==> src/mbps_pkg.sv <==
package mbps_pkg;

   localparam int MAX_PATTERN_DEFAULT = 16;
   localparam int ADDRESS_BITS        = 48;
   localparam int COUNT_BITS          = 32;
   localparam int CSR_INDEX_BITS      = 3;
   localparam int CSR_DATA_BITS       = 64;
   localparam int QUEUE_DEPTH         = 4;

   typedef enum logic [CSR_INDEX_BITS-1:0] {
      CSR_PATTERN_LOW  = 3'd0,
      CSR_PATTERN_HIGH = 3'd1,
      CSR_WILDCARD     = 3'd2,
      CSR_LENGTH       = 3'd3,
      CSR_COUNT_MODE   = 3'd4
   } csr_index_type;

   typedef enum logic {
      KIND_MATCH   = 1'b0,
      KIND_SUMMARY = 1'b1
   } result_kind_type;

   typedef struct packed {
      logic [7:0]              data_byte;
      logic [ADDRESS_BITS-1:0] byte_address;
      logic                    restart;
      logic                    span_end;
   } req_type;

   typedef struct packed {
      result_kind_type         result_kind;
      logic [ADDRESS_BITS-1:0] match_address;
      logic                    found;
      logic [COUNT_BITS-1:0]   match_count;
      logic                    last_result;
   } rsp_type;

   typedef struct packed {
      logic [63:0] pattern_low;
      logic [63:0] pattern_high;
      logic [15:0] wildcard_mask;
      logic [4:0]  pattern_length;
      logic        count_mode;
   } cfg_type;

   typedef struct packed {
      logic                    has_match;
      logic                    has_summary;
      logic [ADDRESS_BITS-1:0] match_address;
      logic [ADDRESS_BITS-1:0] summary_address;
      logic                    summary_found;
      logic [COUNT_BITS-1:0]   match_count;
   } entry_type;

   typedef struct packed {
      logic full;
      logic empty;
   } queue_status_type;

   function automatic logic [7:0] pattern_byte(cfg_type cfg, int i);
      logic [7:0] b;
      b = 8'd0;
      if (i < 8) begin
         b = cfg.pattern_low[{i[2:0], 3'b000} +: 8];
      end else if (i < 16) begin
         b = cfg.pattern_high[{i[2:0], 3'b000} +: 8];
      end
      return b;
   endfunction

   function automatic logic pattern_wild(cfg_type cfg, int i);
      logic w;
      w = 1'b0;
      if (i < 16) begin
         w = cfg.wildcard_mask[i[3:0]];
      end
      return w;
   endfunction

endpackage

==> src/mbps_front.sv <==
module mbps_front #(
   parameter int MAX_PATTERN = mbps_pkg::MAX_PATTERN_DEFAULT
) (
   input  logic                       clock,
   input  logic                       reset,
   input  mbps_pkg::cfg_type          cfg,
   input  logic                       req_valid,
   output logic                       req_stall,
   input  mbps_pkg::req_type          req_data,
   input  mbps_pkg::queue_status_type queue_status,
   output logic                       push,
   output mbps_pkg::entry_type        push_entry
);

   localparam int LEN_W = $clog2(MAX_PATTERN + 1);
   localparam int IDX_W = (MAX_PATTERN > 1) ? $clog2(MAX_PATTERN) : 1;
   localparam int AW    = mbps_pkg::ADDRESS_BITS;
   localparam int CW    = mbps_pkg::COUNT_BITS;

   logic [7:0]       window_ff [MAX_PATTERN];
   logic [7:0]       window_in [MAX_PATTERN];
   logic [LEN_W-1:0] fill_ff;
   logic [LEN_W-1:0] fill_in;
   logic             found_ff;
   logic             found_in;
   logic [AW-1:0]    first_ff;
   logic [AW-1:0]    first_in;
   logic [CW-1:0]    count_ff;
   logic [CW-1:0]    count_in;

   logic             accept;
   logic [LEN_W-1:0] eff_len;
   logic [LEN_W-1:0] fill_base;
   logic [LEN_W-1:0] fill_item;
   logic [LEN_W-1:0] k;
   logic             hit;
   logic             do_match;
   logic [AW-1:0]    start;
   logic             found_m;
   logic [AW-1:0]    first_m;
   logic [CW-1:0]    count_m;

   always_comb begin
      accept    = req_valid && !queue_status.full;
      req_stall = queue_status.full;

      if (cfg.pattern_length == 5'd0) begin
         eff_len = LEN_W'(1);
      end else if (int'(cfg.pattern_length) > MAX_PATTERN) begin
         eff_len = LEN_W'(MAX_PATTERN);
      end else begin
         eff_len = LEN_W'(cfg.pattern_length);
      end

      fill_base = req_data.restart ? '0 : fill_ff;
      if (int'(fill_base) < MAX_PATTERN) begin
         fill_item = fill_base + LEN_W'(1);
      end else begin
         fill_item = fill_base;
      end

      window_in[0] = req_data.data_byte;
      for (int i = 1; i < MAX_PATTERN; i++) begin
         window_in[i] = window_ff[i-1];
      end

      hit = 1'b1;
      k   = '0;
      for (int i = 0; i < MAX_PATTERN; i++) begin
         if (i < int'(eff_len)) begin
            k = eff_len - LEN_W'(1) - LEN_W'(i);
            if (!mbps_pkg::pattern_wild(cfg, i) &&
                mbps_pkg::pattern_byte(cfg, i) != window_in[k[IDX_W-1:0]]) begin
               hit = 1'b0;
            end
         end
      end

      do_match = (fill_item >= eff_len) && (cfg.count_mode || !found_ff) && hit;
      start    = req_data.byte_address - AW'(eff_len) + AW'(1);

      found_m = found_ff || do_match;
      first_m = (do_match && !found_ff) ? start : first_ff;
      count_m = (do_match && count_ff != '1) ? count_ff + CW'(1) : count_ff;

      push                       = accept && (do_match || req_data.span_end);
      push_entry.has_match       = do_match;
      push_entry.has_summary     = req_data.span_end;
      push_entry.match_address   = start;
      push_entry.summary_address = first_m;
      push_entry.summary_found   = found_m;
      push_entry.match_count     = count_m;

      fill_in  = fill_ff;
      found_in = found_ff;
      first_in = first_ff;
      count_in = count_ff;
      if (accept) begin
         if (req_data.span_end) begin
            fill_in  = '0;
            found_in = 1'b0;
            first_in = '0;
            count_in = '0;
         end else begin
            fill_in  = fill_item;
            found_in = found_m;
            first_in = first_m;
            count_in = count_m;
         end
      end
   end

   always_ff @(posedge clock) begin
      if (accept) begin
         for (int i = 0; i < MAX_PATTERN; i++) begin
            window_ff[i] <= window_in[i];
         end
      end
   end

   always_ff @(posedge clock) begin
      if (reset) begin
         fill_ff  <= '0;
         found_ff <= 1'b0;
         first_ff <= '0;
         count_ff <= '0;
      end else begin
         fill_ff  <= fill_in;
         found_ff <= found_in;
         first_ff <= first_in;
         count_ff <= count_in;
      end
   end

endmodule

==> src/mbps_queue.sv <==
module mbps_queue (
   input  logic                       clock,
   input  logic                       reset,
   input  logic                       push,
   input  mbps_pkg::entry_type        push_entry,
   input  logic                       pop,
   output mbps_pkg::entry_type        head_entry,
   output mbps_pkg::queue_status_type queue_status
);

   localparam int DEPTH = mbps_pkg::QUEUE_DEPTH;
   localparam int PTR_W = $clog2(DEPTH);
   localparam int CNT_W = $clog2(DEPTH + 1);

   mbps_pkg::entry_type mem_ff [DEPTH];
   logic [PTR_W-1:0]    wr_ptr_ff;
   logic [PTR_W-1:0]    wr_ptr_in;
   logic [PTR_W-1:0]    rd_ptr_ff;
   logic [PTR_W-1:0]    rd_ptr_in;
   logic [CNT_W-1:0]    count_ff;
   logic [CNT_W-1:0]    count_in;

   always_comb begin
      queue_status.full  = (count_ff == CNT_W'(DEPTH));
      queue_status.empty = (count_ff == '0);
      head_entry         = mem_ff[rd_ptr_ff];

      wr_ptr_in = wr_ptr_ff;
      rd_ptr_in = rd_ptr_ff;
      count_in  = count_ff;
      if (push) begin
         wr_ptr_in = (int'(wr_ptr_ff) == DEPTH - 1) ? '0 : wr_ptr_ff + PTR_W'(1);
      end
      if (pop) begin
         rd_ptr_in = (int'(rd_ptr_ff) == DEPTH - 1) ? '0 : rd_ptr_ff + PTR_W'(1);
      end
      if (push && !pop) begin
         count_in = count_ff + CNT_W'(1);
      end else if (pop && !push) begin
         count_in = count_ff - CNT_W'(1);
      end
   end

   always_ff @(posedge clock) begin
      if (push) begin
         mem_ff[wr_ptr_ff] <= push_entry;
      end
   end

   always_ff @(posedge clock) begin
      if (reset) begin
         wr_ptr_ff <= '0;
         rd_ptr_ff <= '0;
         count_ff  <= '0;
      end else begin
         wr_ptr_ff <= wr_ptr_in;
         rd_ptr_ff <= rd_ptr_in;
         count_ff  <= count_in;
      end
   end

endmodule

==> src/mbps_back.sv <==
module mbps_back (
   input  logic                       clock,
   input  logic                       reset,
   input  mbps_pkg::entry_type        head_entry,
   input  mbps_pkg::queue_status_type queue_status,
   output logic                       pop,
   output logic                       rsp_valid,
   input  logic                       rsp_stall,
   output mbps_pkg::rsp_type          rsp_data
);

   logic              phase_ff;
   logic              phase_in;
   logic              valid_ff;
   logic              valid_in;
   mbps_pkg::rsp_type data_ff;
   mbps_pkg::rsp_type data_in;
   logic              load;

   always_comb begin
      load     = (!valid_ff || !rsp_stall) && !queue_status.empty;
      pop      = 1'b0;
      phase_in = phase_ff;
      data_in  = data_ff;
      valid_in = valid_ff && rsp_stall;

      if (load) begin
         valid_in = 1'b1;
         if (head_entry.has_match && !phase_ff) begin
            data_in.result_kind   = mbps_pkg::KIND_MATCH;
            data_in.match_address = head_entry.match_address;
            data_in.found         = 1'b1;
            data_in.match_count   = head_entry.match_count;
            data_in.last_result   = !head_entry.has_summary;
            if (head_entry.has_summary) begin
               phase_in = 1'b1;
            end else begin
               pop = 1'b1;
            end
         end else begin
            data_in.result_kind   = mbps_pkg::KIND_SUMMARY;
            data_in.match_address = head_entry.summary_address;
            data_in.found         = head_entry.summary_found;
            data_in.match_count   = head_entry.match_count;
            data_in.last_result   = 1'b1;
            phase_in              = 1'b0;
            pop                   = 1'b1;
         end
      end

      rsp_valid = valid_ff;
      rsp_data  = data_ff;
   end

   always_ff @(posedge clock) begin
      if (load) begin
         data_ff <= data_in;
      end
   end

   always_ff @(posedge clock) begin
      if (reset) begin
         phase_ff <= 1'b0;
         valid_ff <= 1'b0;
      end else begin
         phase_ff <= phase_in;
         valid_ff <= valid_in;
      end
   end

endmodule

==> src/masked_byte_pattern_scanner.sv <==
// Channel   Direction  Handshake          Payload
// req_      in         req_valid/stall    mbps_pkg::req_type, one byte per transaction
// rsp_      out        rsp_valid/stall    mbps_pkg::rsp_type, up to two per byte
// csr_      in         csr_write_enable   csr_index, csr_write_data
//
// Takes one byte per cycle unless stalled; the window compare and span statistics
// finish in the cycle the byte is accepted. A byte with a match and a span end gives
// two results; a four-entry queue between scan and output absorbs these bursts.
// Results pass the queue, then the output register. Reset is synchronous, active
// high. A stalled rsp_ side fills the queue, and req_stall rises once it is full.
module masked_byte_pattern_scanner #(
   parameter int MAX_PATTERN = mbps_pkg::MAX_PATTERN_DEFAULT
) (
   input  logic                                  clock,
   input  logic                                  reset,
   input  logic                                  req_valid,
   output logic                                  req_stall,
   input  mbps_pkg::req_type                     req_data,
   output logic                                  rsp_valid,
   input  logic                                  rsp_stall,
   output mbps_pkg::rsp_type                     rsp_data,
   input  logic                                  csr_write_enable,
   input  logic [mbps_pkg::CSR_INDEX_BITS-1:0]   csr_index,
   input  logic [mbps_pkg::CSR_DATA_BITS-1:0]    csr_write_data
);

   mbps_pkg::cfg_type          cfg_ff;
   mbps_pkg::cfg_type          cfg_in;
   mbps_pkg::queue_status_type queue_status;
   mbps_pkg::entry_type        push_entry;
   mbps_pkg::entry_type        head_entry;
   logic                       push;
   logic                       pop;

   always_comb begin
      cfg_in = cfg_ff;
      if (csr_write_enable) begin
         unique case (csr_index)
            mbps_pkg::CSR_PATTERN_LOW:  cfg_in.pattern_low    = csr_write_data;
            mbps_pkg::CSR_PATTERN_HIGH: cfg_in.pattern_high   = csr_write_data;
            mbps_pkg::CSR_WILDCARD:     cfg_in.wildcard_mask  = csr_write_data[15:0];
            mbps_pkg::CSR_LENGTH:       cfg_in.pattern_length = csr_write_data[4:0];
            mbps_pkg::CSR_COUNT_MODE:   cfg_in.count_mode     = csr_write_data[0];
            default:                    cfg_in = cfg_ff;
         endcase
      end
   end

   always_ff @(posedge clock) begin
      if (reset) begin
         cfg_ff.pattern_low    <= '0;
         cfg_ff.pattern_high   <= '0;
         cfg_ff.wildcard_mask  <= '0;
         cfg_ff.pattern_length <= 5'd1;
         cfg_ff.count_mode     <= 1'b0;
      end else begin
         cfg_ff <= cfg_in;
      end
   end

   mbps_front #(
      .MAX_PATTERN(MAX_PATTERN)
   ) u_front (
      .clock       (clock),
      .reset       (reset),
      .cfg         (cfg_ff),
      .req_valid   (req_valid),
      .req_stall   (req_stall),
      .req_data    (req_data),
      .queue_status(queue_status),
      .push        (push),
      .push_entry  (push_entry)
   );

   mbps_queue u_queue (
      .clock       (clock),
      .reset       (reset),
      .push        (push),
      .push_entry  (push_entry),
      .pop         (pop),
      .head_entry  (head_entry),
      .queue_status(queue_status)
   );

   mbps_back u_back (
      .clock       (clock),
      .reset       (reset),
      .head_entry  (head_entry),
      .queue_status(queue_status),
      .pop         (pop),
      .rsp_valid   (rsp_valid),
      .rsp_stall   (rsp_stall),
      .rsp_data    (rsp_data)
   );

endmodule
==> config.mk <==
export PLATFORM = sky130hd
export DESIGN_NAME = masked_byte_pattern_scanner
export DESIGN_NICKNAME = d
export VERILOG_FILES = /design/src/mbps_pkg.sv /design/src/mbps_front.sv /design/src/mbps_queue.sv /design/src/mbps_back.sv /design/src/masked_byte_pattern_scanner.sv
export SDC_FILE = /design/constraint.sdc
export NUM_CORES = 2
export LEC_CHECK = 0
export BUFFER_PORTS_ARGS = -buffer_cell sky130_fd_sc_hd__buf_4
export CAP_MARGIN = 20
export CORE_MARGIN = 2
export CORE_UTILIZATION = 35
export DETAILED_ROUTE_END_ITERATION = 6
export SYNTH_ARGS = -nofsm -noshare
export SYNTH_HDL_FRONTEND = slang
export SYNTH_SLANG_ARGS = --single-unit
==> constraint.sdc <==
create_clock -name clock -period 21.7 [get_ports clock]
set_input_delay 4.34 -clock clock [delete_from_list [all_inputs] [get_ports clock]]
set_output_delay 4.34 -clock clock [all_outputs]
set_load 0.01 [all_outputs]
==> impl_results.md <==
* Avg Vias per Cell at 5.61
* Post-Place Setup Slack at 10990 ps
* Clock root cell: clkbuf_16
* CP max FO at 58
* Critical-path top delay cell: nand2_1
* Critical Path RT at 22050 ps
* Pwr dens at 101 nW/um^2
* Cell row count at 135
* Arrival time at the worst endpoint at 11030 ps
* CTS sink count at 974
* GPL Wtd Cong at roughly 0.91
* Hold-fix buffer count after cts at 0
* Synth warnings at 0
* Leading area contributor after synthesis: edfxtp_1
* Footprint of the multi-input gates at 19900 sq um
* Post-synthesis adder-cell area fraction at under 10%
* Post-cts resize count at 0
* Share of cells above drive strength 1 at 22.5%
* Post-route ant nets at 0
* Crit-path cells: or4_4, nand2_2, inv_6, ha_1, xnor2_4, buf_4, clkinv_1, ha_1, a31oi_1, o22a_1, nand3_1, nand2_1, mux4_2, xor2_1, nor4_1, a311oi_1, a221o_1, nor3_4, buf_4, o21ai_1, inv_1, and2_4, buf_4, buf_4
* Count leader, synth: edfxtp_1
* GRT Overall Usage at 18.9%
* Die width at 374 um
* Max Clk Rate at 0.0936 GHz
* Gr ovfl total at 0
* Synth top area share at 45.7%
* Mean Syn Cell Area at 13.2 sq um
* Largest family of logic cells by synthesized area: multiplexers
* Vias at 31600
* Synth cell types at 78
* Residual DRC at 0
* Latest clock arrival within the worst-skew pair at 740 ps
* Register area share after synthesis at 56.0%
* Outcome: completed
* Full die area at 140000 sq um
* Most instantiated cells after synthesis: edfxtp_1 (727), nand2_1 (531), mux4_2 (287)
* Drt first pass iters at 6
* Xor/xnor share of the synthesized area at 3.90%
* Core area at 135000 sq um
* Reg clk slew, reported paths at about 70 ps
* Clk buf depth at 3
* Area grow syn2layout at 14.5%
* Number of global-route vias before repair at 30700
* CP Capture Type: register
* Layout Skew at ~74 ps
* Max_slew headroom at 24.7%
* HP Class: register to register
* Final #Nets at 3965
* Port bufs at between 200 and 250
* Main area contributors after synthesis: edfxtp_1 (46%), mux4_2 (14%), dfxtp_1 (10%), nand2_1 (4.2%), mux2i_1 (3.2%)
* Mux cell area share after synthesis at slightly below 20%
* FFs w/ async S/R, synth at 0%
* Total wire length at 135000 um
* Minimum clock period at 10690 ps
* Max stage delay on crit path at 780 ps
* Post-synthesis net count at about 3800
* Number of enable flip-flop cells after synthesis at 727
* Largest net degree at the start of global routing at 77
* Area fraction in compound gates after synthesis at 7.39%
* DP Wirelength at 89800 um
* Hold Violations, Final at 0
* Starting Density at 35.3%
* Final Cycle Share at roughly half
* Critical path launch point type: register
* Total I/O pin count at 215
* Routed len/inst at 23.9 um
* CTS tree: done
* Die height at 374 um
* RSZ-0062 raised after global routing: no
* H-tree Lvls at 3
* Number of antenna violations at the first check in global routing at 8
* VDD IR max at 0.0661 mV
* Postcts setup bufs at 0
* Setup_tns at 0 ps
* Max Cap Violations at 0
* Synthesized area at 47800 sq um
* CTS Buf Count at approximately 100
* #FFs+latches synth at 974
* Slew Viols, Final at 0
* First-pass GRT wire length at 201000 um
* Initial drt markers at between 3000 and 4000
* Most used cell, CP: buf_4
* Reg area at 26800 sq um
* LEAKAGE at 19.3 nW
* Simple logic cell fraction of the synthesized area at 8.77%
* Crit Path Class: register to register
* Synth Flop Type: edfxtp_1
* Final setup vio count at 0
* Cell count after synthesis at 3622
* Worst-Margin Slew at 1130 ps
* Fin worst setup slack at 11010 ps
* Fillers at 12600
## cell usage in the layout, fill, tap and decap left out, types with 8 or more instances in the layout
cell,count
a211oi_1,21
a21o_1,27
a21oi_1,248
a22o_1,49
a22oi_1,8
a31oi_1,53
a41oi_1,9
and2_1,8
and3_1,47
buf_4,257
bufinv_16,8
clkbuf_1,22
clkbuf_16,104
clkbuf_8,16
clkinv_2,23
dfxtp_1,245
edfxtp_1,727
ha_1,75
inv_1,82
mux2_2,108
mux2i_1,154
mux4_2,287
nand2_1,530
nand2b_1,24
nand3_1,65
nand4_1,21
nor2_1,97
nor2b_1,14
nor3_1,45
nor4_1,21
o211ai_1,9
o21ai_0,52
o22ai_1,25
o31ai_1,10
o32ai_1,9
or2_2,9
or3_1,8
xnor2_1,117
xor2_1,88
## routing by layer
| metal | part of all wire [%] | track usage (%) | up-vias |
|---|---|---|---|
| met5 | 0.019 | 0 | - |
| met4 | 2.9 | 6.17 | 4 |
| met3 | 8.5 | 3.79 | 224 |
| li1 | - | - | 14100 |
| met2 | 46 | 29.9 | 1377 |
| met1 | 42 | 26.2 | 15900 |
## stage by stage
step	hold WS, ps	total power [mW]	std cells	utilization [%]	cell area [sq um]
2_1_floorplan	434	3.25	3622	-	47800
3_5_place_dp	450	3.73	5434	37.8	51200
5_1_grt	483	5.73	5630	40.4	54700
4_1_cts	466	5.56	5628	40.4	54700
3_3_place_gp	450	3.72	5433	37.8	51200
6_report	469	5.51	5633	40.4	54700
## worst paths after layout
check                  start                    end  slack, ps  cells past startpoint
setup reg to reg   cfg_ff[5]  u_queue.mem_ff[3][62]      11010                     24
hold / removal    cfg_ff[12]             cfg_ff[12]        470                      2
setup / recovery   cfg_ff[5]  u_queue.mem_ff[3][62]      11010                     24
hold reg to reg   cfg_ff[12]             cfg_ff[12]        470                      2
## area by class of cell
| cell class | count | area share [%] |
|---|---|---|
| Sequential cell | 974 | 48.9 |
| Multi-Input combinational cell | 2332 | 36.3 |
| Clock buffer | 142 | 5.31 |
| Tap cell | 1781 | 4.07 |
| Timing Repair Buffer | 260 | 3.59 |
| Clock inverter | 52 | 1.16 |
| Inverter | 88 | 0.622 |
| Antenna cell | 4 | 0.0183 |
## logic make-up after synthesis
| logic type | after synthesis |
|---|---|
| fa+ha+maj | 77 |
| compound gates | 567 |
| simple gates | 930 |
| flops | 974 |
| buf+inv | 316 |
| xor+xnor | 209 |
| mux | 549 |
## flip-flops by register name, summed over array words and instances, names as in the netlist, named ones only
name	count
u_front.fill_ff	5
u_queue.wr_ptr_ff	2
u_queue.count_ff	3
u_back.rsp_data	83
u_back.rsp_valid	1
u_front.count_ff	32
u_back.phase_ff	1
u_queue.mem_ff	524
u_queue.rd_ptr_ff	2
u_front.first_ff	48
u_front.found_ff	1
u_front.window_ff	120
cfg_ff	150
## worst max-delay path: cells and delay by family, from the launching register on
| kind | cells | cell delay [ps] |
|---|---|---|
| AOI/OAI and AO/OA | 5 | 1110 |
| xor gates and xnor gates | 2 | 320 |
| adders and majority gates | 2 | 950 |
| buffers and inverters | 7 | 3480 |
| DFF | 1 | 530 |
| muxes | 1 | 610 |
| and+or+nand+nor | 7 | 3070 |
## report_power, final
group	total [mW]	internal, mW	switching [mW]
clock network	1.82	1.04	0.778
logic	1.26	0.584	0.671
registers	2.43	2.28	0.155
Power figures use the tool's default switching activity.
